### src/rtl/bsf_pkg.sv
package bsf_pkg;

    localparam logic [1:0] MODE_ADD      = 2'd0;
    localparam logic [1:0] MODE_REMOVE   = 2'd1;
    localparam logic [1:0] MODE_CONTAINS = 2'd2;

    localparam logic [31:0] SEED_A    = 32'h0009_3498;
    localparam logic [31:0] SEED_B    = 32'h0002_2745;
    localparam logic [31:0] KEY_BYTES = 32'd2;
    localparam logic [31:0] MIX_C1    = 32'hcc9e_2d51;
    localparam logic [31:0] MIX_C2    = 32'h1b87_3593;
    localparam logic [31:0] FMIX_C1   = 32'h85eb_ca6b;
    localparam logic [31:0] FMIX_C2   = 32'hc2b2_ae35;

    typedef enum logic [5:0] {
        HS_K1 = 6'b000001,
        HS_K2 = 6'b000010,
        HS_A1 = 6'b000100,
        HS_A2 = 6'b001000,
        HS_B1 = 6'b010000,
        HS_B2 = 6'b100000
    } hash_step_t;

    typedef struct packed {
        logic        start;
        logic [15:0] key;
    } hash_req_t;

    typedef struct packed {
        logic        done;
        logic [31:0] ha;
        logic [31:0] hb;
    } hash_rsp_t;

endpackage

### src/rtl/bsf_hash.sv
module bsf_hash
(
    input  logic               clk,
    input  logic               rst_n,
    input  bsf_pkg::hash_req_t req,
    output bsf_pkg::hash_rsp_t rsp
);

    bsf_pkg::hash_step_t step_reg;
    bsf_pkg::hash_step_t step_next;
    logic                busy_reg;
    logic                busy_next;
    logic                done_reg;
    logic                done_next;
    logic [31:0]         k_reg;
    logic [31:0]         ha_reg;
    logic [31:0]         hb_reg;
    logic [31:0]         mul_a;
    logic [31:0]         mul_b;
    logic [31:0]         product;
    logic [31:0]         pre_a;
    logic [31:0]         pre_b;

    assign pre_a   = bsf_pkg::SEED_A ^ k_reg ^ bsf_pkg::KEY_BYTES;
    assign pre_b   = bsf_pkg::SEED_B ^ k_reg ^ bsf_pkg::KEY_BYTES;
    assign product = mul_a * mul_b;

    always_comb
    begin
        case (step_reg)
            bsf_pkg::HS_K1:
            begin
                mul_a = k_reg;
                mul_b = bsf_pkg::MIX_C1;
            end
            bsf_pkg::HS_K2:
            begin
                mul_a = {k_reg[16:0], k_reg[31:17]};
                mul_b = bsf_pkg::MIX_C2;
            end
            bsf_pkg::HS_A1:
            begin
                mul_a = pre_a ^ (pre_a >> 16);
                mul_b = bsf_pkg::FMIX_C1;
            end
            bsf_pkg::HS_A2:
            begin
                mul_a = ha_reg ^ (ha_reg >> 13);
                mul_b = bsf_pkg::FMIX_C2;
            end
            bsf_pkg::HS_B1:
            begin
                mul_a = pre_b ^ (pre_b >> 16);
                mul_b = bsf_pkg::FMIX_C1;
            end
            bsf_pkg::HS_B2:
            begin
                mul_a = hb_reg ^ (hb_reg >> 13);
                mul_b = bsf_pkg::FMIX_C2;
            end
            default:
            begin
                mul_a = k_reg;
                mul_b = bsf_pkg::MIX_C1;
            end
        endcase
    end

    always_comb
    begin
        step_next = step_reg;
        busy_next = busy_reg;
        done_next = 1'b0;
        if (busy_reg)
        begin
            if (step_reg == bsf_pkg::HS_B2)
            begin
                busy_next = 1'b0;
                done_next = 1'b1;
                step_next = bsf_pkg::HS_K1;
            end
            else
            begin
                step_next = bsf_pkg::hash_step_t'({step_reg[4:0], 1'b0});
            end
        end
        else if (req.start)
        begin
            busy_next = 1'b1;
            step_next = bsf_pkg::HS_K1;
        end
    end

    always_ff @(posedge clk or negedge rst_n)
    begin
        if (!rst_n)
        begin
            step_reg <= bsf_pkg::HS_K1;
            busy_reg <= 1'b0;
            done_reg <= 1'b0;
        end
        else
        begin
            step_reg <= step_next;
            busy_reg <= busy_next;
            done_reg <= done_next;
        end
    end

    always_ff @(posedge clk)
    begin
        if (!busy_reg && req.start)
        begin
            k_reg <= {16'd0, req.key};
        end
        else if (busy_reg)
        begin
            case (step_reg)
                bsf_pkg::HS_K1, bsf_pkg::HS_K2: k_reg  <= product;
                bsf_pkg::HS_A1, bsf_pkg::HS_A2: ha_reg <= product;
                bsf_pkg::HS_B1, bsf_pkg::HS_B2: hb_reg <= product;
                default:                        k_reg  <= k_reg;
            endcase
        end
    end

    assign rsp.done = done_reg;
    assign rsp.ha   = ha_reg ^ (ha_reg >> 16);
    assign rsp.hb   = hb_reg ^ (hb_reg >> 16);

endmodule

### src/rtl/small_set_with_bloom_filter.sv
// Ordered set of up to CAPACITY distinct 16-bit values with a 32-bit filter word
// built from two MurmurHash3 x86_32 hashes per value. Each input beat carries a
// mode (add, remove, contains) and a value, and yields exactly one output beat
// with ok, found and the entry count after the operation. The block handles one
// beat at a time and drops s_tready until the result is registered; an output
// beat may wait on m_tready while the next input beat is taken. Cost is set by a
// walk over the entry RAM (read, then compare or move) and by one shared 32x32
// multiplier that steps through K1, K2, A1, A2, B1 and B2 for each hash pair.
// Contains answers without hashing for an empty filter, after the hash for a
// rejecting filter, and otherwise after a search of the entries; add fails when
// full, else searches the entries and hashes only a new value; remove searches
// and shifts, then rebuilds the filter by hashing every remaining entry. No
// clearing pass is needed after reset.
module small_set_with_bloom_filter
#(
    parameter int CAPACITY = 16
)
(
    input  logic        clk,
    input  logic        rst_n,
    input  logic        s_tvalid,
    output logic        s_tready,
    input  logic [23:0] s_tdata,   // mode[1:0], value[17:2], zero pad
    output logic        m_tvalid,
    input  logic        m_tready,
    output logic [15:0] m_tdata    // ok[0], found[1], count[10:2], zero pad
);

    localparam int AW = (CAPACITY > 1) ? $clog2(CAPACITY) : 1;
    localparam int CW = $clog2(CAPACITY + 1);

    typedef enum logic [8:0] {
        ST_IDLE     = 9'b000000001,
        ST_SRCH_RD  = 9'b000000010,
        ST_SRCH_CMP = 9'b000000100,
        ST_HSTART   = 9'b000001000,
        ST_HWAIT    = 9'b000010000,
        ST_SHIFT_RD = 9'b000100000,
        ST_SHIFT_WR = 9'b001000000,
        ST_REB_RD   = 9'b010000000,
        ST_RESP     = 9'b100000000
    } state_t;

    state_t             state_reg;
    state_t             state_next;
    logic [1:0]         mode_reg;
    logic [1:0]         mode_next;
    logic [15:0]        value_reg;
    logic [15:0]        value_next;
    logic [CW-1:0]      idx_reg;
    logic [CW-1:0]      idx_next;
    logic [CW-1:0]      idx_inc;
    logic [CW-1:0]      count_reg;
    logic [CW-1:0]      count_next;
    logic [31:0]        filter_reg;
    logic [31:0]        filter_next;
    logic               ok_reg;
    logic               ok_next;
    logic               found_reg;
    logic               found_next;
    logic               m_tvalid_reg;
    logic               m_tvalid_next;
    logic [15:0]        m_tdata_reg;
    logic [15:0]        m_tdata_next;

    logic [15:0]        mem [CAPACITY];
    logic [15:0]        rd_data_reg;
    logic [AW-1:0]      rd_addr;
    logic               mem_we;
    logic [AW-1:0]      mem_waddr;
    logic [15:0]        mem_wdata;

    bsf_pkg::hash_req_t hreq;
    bsf_pkg::hash_rsp_t hrsp;
    logic [31:0]        hash_bits;

    bsf_hash u_hash
    (
        .clk   (clk),
        .rst_n (rst_n),
        .req   (hreq),
        .rsp   (hrsp)
    );

    assign hash_bits = hrsp.ha | hrsp.hb;
    assign idx_inc   = CW'(idx_reg + 1'b1);
    assign s_tready  = (state_reg == ST_IDLE);
    assign m_tvalid  = m_tvalid_reg;
    assign m_tdata   = m_tdata_reg;

    always_comb
    begin
        state_next    = state_reg;
        mode_next     = mode_reg;
        value_next    = value_reg;
        idx_next      = idx_reg;
        count_next    = count_reg;
        filter_next   = filter_reg;
        ok_next       = ok_reg;
        found_next    = found_reg;
        m_tvalid_next = m_tvalid_reg;
        m_tdata_next  = m_tdata_reg;
        rd_addr       = idx_reg[AW-1:0];
        mem_we        = 1'b0;
        mem_waddr     = idx_reg[AW-1:0];
        mem_wdata     = rd_data_reg;
        hreq.start    = 1'b0;
        hreq.key      = value_reg;

        if (m_tvalid_reg && m_tready)
        begin
            m_tvalid_next = 1'b0;
        end

        case (state_reg)
            ST_IDLE:
            begin
                if (s_tvalid)
                begin
                    mode_next  = s_tdata[1:0];
                    value_next = s_tdata[17:2];
                    idx_next   = '0;
                    ok_next    = 1'b1;
                    found_next = 1'b0;
                    case (s_tdata[1:0])
                        bsf_pkg::MODE_ADD:
                        begin
                            if (count_reg >= CW'(CAPACITY))
                            begin
                                ok_next    = 1'b0;
                                state_next = ST_RESP;
                            end
                            else
                            begin
                                state_next = ST_SRCH_RD;
                            end
                        end
                        bsf_pkg::MODE_REMOVE:
                        begin
                            state_next = ST_SRCH_RD;
                        end
                        bsf_pkg::MODE_CONTAINS:
                        begin
                            state_next = (filter_reg == 32'd0) ? ST_RESP : ST_HSTART;
                        end
                        default:
                        begin
                            state_next = ST_RESP;
                        end
                    endcase
                end
            end

            ST_SRCH_RD:
            begin
                if (idx_reg >= count_reg)
                begin
                    case (mode_reg)
                        bsf_pkg::MODE_ADD:
                        begin
                            state_next = ST_HSTART;
                        end
                        bsf_pkg::MODE_REMOVE:
                        begin
                            idx_next    = '0;
                            filter_next = 32'd0;
                            state_next  = ST_REB_RD;
                        end
                        default:
                        begin
                            state_next = ST_RESP;
                        end
                    endcase
                end
                else
                begin
                    state_next = ST_SRCH_CMP;
                end
            end

            ST_SRCH_CMP:
            begin
                if (rd_data_reg == value_reg)
                begin
                    case (mode_reg)
                        bsf_pkg::MODE_ADD:
                        begin
                            state_next = ST_RESP;
                        end
                        bsf_pkg::MODE_REMOVE:
                        begin
                            state_next = ST_SHIFT_RD;
                        end
                        default:
                        begin
                            found_next = 1'b1;
                            state_next = ST_RESP;
                        end
                    endcase
                end
                else
                begin
                    idx_next   = idx_inc;
                    state_next = ST_SRCH_RD;
                end
            end

            ST_SHIFT_RD:
            begin
                rd_addr = idx_inc[AW-1:0];
                if (idx_inc >= count_reg)
                begin
                    count_next  = CW'(count_reg - 1'b1);
                    idx_next    = '0;
                    filter_next = 32'd0;
                    state_next  = ST_REB_RD;
                end
                else
                begin
                    state_next = ST_SHIFT_WR;
                end
            end

            ST_SHIFT_WR:
            begin
                mem_we     = 1'b1;
                mem_waddr  = idx_reg[AW-1:0];
                mem_wdata  = rd_data_reg;
                idx_next   = idx_inc;
                state_next = ST_SHIFT_RD;
            end

            ST_REB_RD:
            begin
                state_next = (idx_reg >= count_reg) ? ST_RESP : ST_HSTART;
            end

            ST_HSTART:
            begin
                hreq.start = 1'b1;
                hreq.key   = (mode_reg == bsf_pkg::MODE_REMOVE) ? rd_data_reg : value_reg;
                state_next = ST_HWAIT;
            end

            ST_HWAIT:
            begin
                if (hrsp.done)
                begin
                    case (mode_reg)
                        bsf_pkg::MODE_ADD:
                        begin
                            filter_next = filter_reg | hash_bits;
                            mem_we      = 1'b1;
                            mem_waddr   = count_reg[AW-1:0];
                            mem_wdata   = value_reg;
                            count_next  = CW'(count_reg + 1'b1);
                            state_next  = ST_RESP;
                        end
                        bsf_pkg::MODE_REMOVE:
                        begin
                            filter_next = filter_reg | hash_bits;
                            idx_next    = idx_inc;
                            state_next  = ST_REB_RD;
                        end
                        default:
                        begin
                            if (((filter_reg & hrsp.ha) == hrsp.ha) &&
                                ((filter_reg & hrsp.hb) == hrsp.hb))
                            begin
                                idx_next   = '0;
                                state_next = ST_SRCH_RD;
                            end
                            else
                            begin
                                state_next = ST_RESP;
                            end
                        end
                    endcase
                end
            end

            ST_RESP:
            begin
                if (!m_tvalid_reg || m_tready)
                begin
                    m_tvalid_next = 1'b1;
                    m_tdata_next  = {5'd0, 9'(count_reg), found_reg, ok_reg};
                    state_next    = ST_IDLE;
                end
            end

            default:
            begin
                state_next = ST_IDLE;
            end
        endcase
    end

    always_ff @(posedge clk or negedge rst_n)
    begin
        if (!rst_n)
        begin
            state_reg    <= ST_IDLE;
            count_reg    <= '0;
            filter_reg   <= 32'd0;
            m_tvalid_reg <= 1'b0;
        end
        else
        begin
            state_reg    <= state_next;
            count_reg    <= count_next;
            filter_reg   <= filter_next;
            m_tvalid_reg <= m_tvalid_next;
        end
    end

    always_ff @(posedge clk)
    begin
        mode_reg    <= mode_next;
        value_reg   <= value_next;
        idx_reg     <= idx_next;
        ok_reg      <= ok_next;
        found_reg   <= found_next;
        m_tdata_reg <= m_tdata_next;
    end

    always_ff @(posedge clk)
    begin
        if (mem_we)
        begin
            mem[mem_waddr] <= mem_wdata;
        end
        rd_data_reg <= mem[rd_addr];
    end

endmodule

### config.mk
export PLATFORM = sky130hd
export DESIGN_NAME = small_set_with_bloom_filter
export DESIGN_NICKNAME = d
export VERILOG_FILES = /design/src/rtl/bsf_pkg.sv /design/src/rtl/bsf_hash.sv /design/src/rtl/small_set_with_bloom_filter.sv
export SDC_FILE = /design/constraint.sdc
export NUM_CORES = 2
export LEC_CHECK = 0
export BUFFER_PORTS_ARGS = -buffer_cell sky130_fd_sc_hd__clkbuf_2
export CORE_AREA = 5 5 241 243
export CTS_BUF_LIST = sky130_fd_sc_hd__clkbuf_4 sky130_fd_sc_hd__clkbuf_8
export CTS_CLUSTER_DIAMETER = 60
export DETAILED_ROUTE_END_ITERATION = 12
export DIE_AREA = 0 0 246 248
export PLACE_DENSITY = 0.78
export SLEW_MARGIN = 20
export SYNTH_ARGS = -nofsm -noshare
export SYNTH_HDL_FRONTEND = slang
export SYNTH_SLANG_ARGS = --single-unit
### constraint.sdc
create_clock -name clk -period 11.6 [get_ports clk]
set_input_delay 2.32 -clock clk [delete_from_list [all_inputs] [get_ports clk]]
set_output_delay 2.32 -clock clk [all_outputs]
set_load 0.02 [all_outputs]
==> impl_results.md <==
* Die height at about 250 um
* Worst Setup Path Type: flop to flop
* Root Buffer: clkbuf_8
* Post-cts gate resize count at 0
* R2r endpoint: u_hash.k_reg[24]$_SDFFE_PP0P_
* Vias/cell at between 6 and 7
* Critical Path Start Type: flop
* Max-slew violations at 0
* Io pins at 46
* PortBufs at 30
* WP buf/inv at 7
* Synth cell types at 88
* Via count at roughly 23000
* Drt drc at 0
* Worst slew pin tran at 1.18 ns
* Cell Rows at between 80 and 90
* Setup TNS at 0 ns
* Biggest register: mem
* Largest net degree at the start of global routing at 56
* Ys Warns at 0
* Crit path to: u_hash.k_reg[24]$_SDFFE_PP0P_
* Final period util at 0.894
* Vias in the first global route at between 20000 and 25000
* Final setup violation count at 0
* Remaining global-route overflow at 0
* Final Hold Vio Count at 0
* Status: complete, no violations
* Nets at 3511
* Post-synth ARST share at 0.121
* Synth Area in Simple Gates at 0.0798
* Slew margin rel. at 0.207
* Largest register FFs at between 200 and 300
* Post-layout min period at a little over 10 ns
* Worst Hold Slack at between 0.4 and 0.5 ns
* Largest stage delay, worst path at 0.85 ns
* Fraction of layout cells with a size suffix above 1 at 0.114
* Routed length per placed instance at ~27 um
* Arrival time of the worst setup path at 10.89 ns
* XOR/XNOR Fraction of Synth Area at 0.0517
* Max Freq at just under 100 MHz
* Post-synthesis mux area share at 0.0589
* Top delay family on crit path: adder cells
* Unrepaired setup endpoints after global routing: no
* Max Cap Viol at 0
* P&R area growth vs syn at 7.79%
* Syn Std Cell Area at ~34000 um2
* Most frequent cells in the layout: inv_1, fa_1, edfxtp_1
* Clock buffer count from CTS at 71
* Clock transition at path regs at roughly 0.070 ns
* Initial Utilization at 0.610
* Antenna violations before repair at 4
* Register area share after synthesis at 0.385
* CTS tree: built
* CTS Sinks at between 400 and 500
* Gate Count Post-Synth at 2863
* Post-synth top flop: edfxtp_1
* Post-Layout Cell Count at ~3800
* Compound-Gate Fraction of Synth Area at 0.0596
* Drt total wl at just over 100 mm
* Crit-path slowest cell: a2111oi_1
* Clock Skews at around 0.035 ns
* Die area at around 60000 um2
* Reg-to-Reg Start: u_hash.step_reg[3]$_DFFE_PN0P_
* Iter 0 DRT Violations at 2384
* Syn Area/Cell at 11.9 um2
* Fillers at 4090
* Crit path depth at 32
* Hold Path Class: flop to flop
* Max clock buf depth at 3
* Flop and latch count out of synthesis at roughly 460
* Clk_lat worst skew at 0.64 ns
* R2R cell count at 32
* GRT Total Usage at 0.343
* RD Place Congestion at approximately 1.1
* Core area at 55700 um2
* Required @ worst endpoint at around 12 ns
* Worst setup path startpoint: u_hash.step_reg[3]$_DFFE_PN0P_
* Htree depth at 3
* # hold bufs at CTS at 0
* DRT antenna net count at 0
* Placed cells at 3622
* Critical-path maximum fanout at 11
* Die Wd at roughly 250 um
* Util after Layout at 0.657
* Pre-antenna DRT Iters at 9
* # Post-CTS Setup Buffers at 0
* Post-synth EDFFs at between 300 and 400
* Largest family of logic cells by synthesized area: adder cells
* First-pass GRT wire length at roughly 150 mm
* Adder-cell share of the synthesized area at 0.288
* Crit. End Element: flop
* Most frequent CP cell: inv_1
* Most common cell after layout, fill and taps aside: inv_1
* DPL Wire Length at roughly 82 mm
* Flop2flop setup slack at roughly 1.2 ns
[per-stage QoR]
stage / setup WS (ns) / instance area, um2
after floorplan: 3.07 / 34000
after global placement: 1.50 / 35200
after detailed placement: 1.33 / 35200
after CTS: 1.27 / 36600
after global routing: 0.934 / 36600
final: 1.23 / 36600
[synthesized netlist by cell type, drive strengths merged (11+ instances only)]
| cell | count | area share |
|---|---|---|
| nand3 | 36 | 0.0059 |
| nand2b | 13 | 0.0024 |
| nor3 | 18 | 0.0027 |
| ha | 143 | 0.053 |
| xnor2 | 145 | 0.038 |
| and2 | 18 | 0.0034 |
| a22o | 16 | 0.0044 |
| mux2i | 19 | 0.0056 |
| o21ai | 70 | 0.010 |
| and3 | 15 | 0.0028 |
| a21o | 24 | 0.0053 |
| inv | 586 | 0.065 |
| mux4 | 80 | 0.053 |
| nand2 | 243 | 0.027 |
| xor2 | 41 | 0.011 |
| nand4 | 11 | 0.0020 |
| edfxtp | 368 | 0.33 |
| dfxtp | 32 | 0.019 |
| fa | 400 | 0.24 |
| a21oi | 91 | 0.014 |
| nor4 | 19 | 0.0046 |
| clkbuf | 43 | 0.0047 |
| dfrtp | 53 | 0.039 |
| buf | 41 | 0.0076 |
| nor2 | 182 | 0.020 |
| a31oi | 13 | 0.0024 |
| o22ai | 23 | 0.0044 |
[metal layers]
metal  wire length (um)  part of all wire  GRT usage
met1              34800              0.34      0.401
met2              48800              0.48      0.564
met3               9980             0.097     0.0867
met4               9040             0.088      0.235
met5                  0                 0          0
[final cells by class]
cell class	instances	area, um2	share of cell area
sequential	455	13100	0.357
multi-input combinational	1746	18400	0.503
clock buffer	95	1180	0.0321
tap	756	946	0.0258
inverter	586	2200	0.0600
antenna	3	7.51	0.000205
timing repair buffer	80	546	0.0149
clock inverter	34	249	0.00680
[worst min path at each step]
stage / start / endpoint / cells after the start
2_1_floorplan: ok_reg$_SDFFCE_PN1P_ / m_tdata[0]$_DFFE_PP_ / 0
3_3_place_gp: ok_reg$_SDFFCE_PN1P_ / m_tdata[0]$_DFFE_PP_ / 0
3_5_place_dp: ok_reg$_SDFFCE_PN1P_ / m_tdata[0]$_DFFE_PP_ / 0
4_1_cts: ok_reg$_SDFFCE_PN1P_ / m_tdata[0]$_DFFE_PP_ / 0
5_1_grt: ok_reg$_SDFFCE_PN1P_ / m_tdata[0]$_DFFE_PP_ / 0
6_report: ok_reg$_SDFFCE_PN1P_ / m_tdata[0]$_DFFE_PP_ / 0
[cell families after synthesis]
group,count (synthesis)
xor+xnor,191
fa+ha+maj,543
buf+inv,670
other cells,1
compound gates,309
mux,100
flops,455
simple gates,594
Power is not shown: default switching activity piles up to over one toggle a cycle in this logic, so the estimate is an artifact.
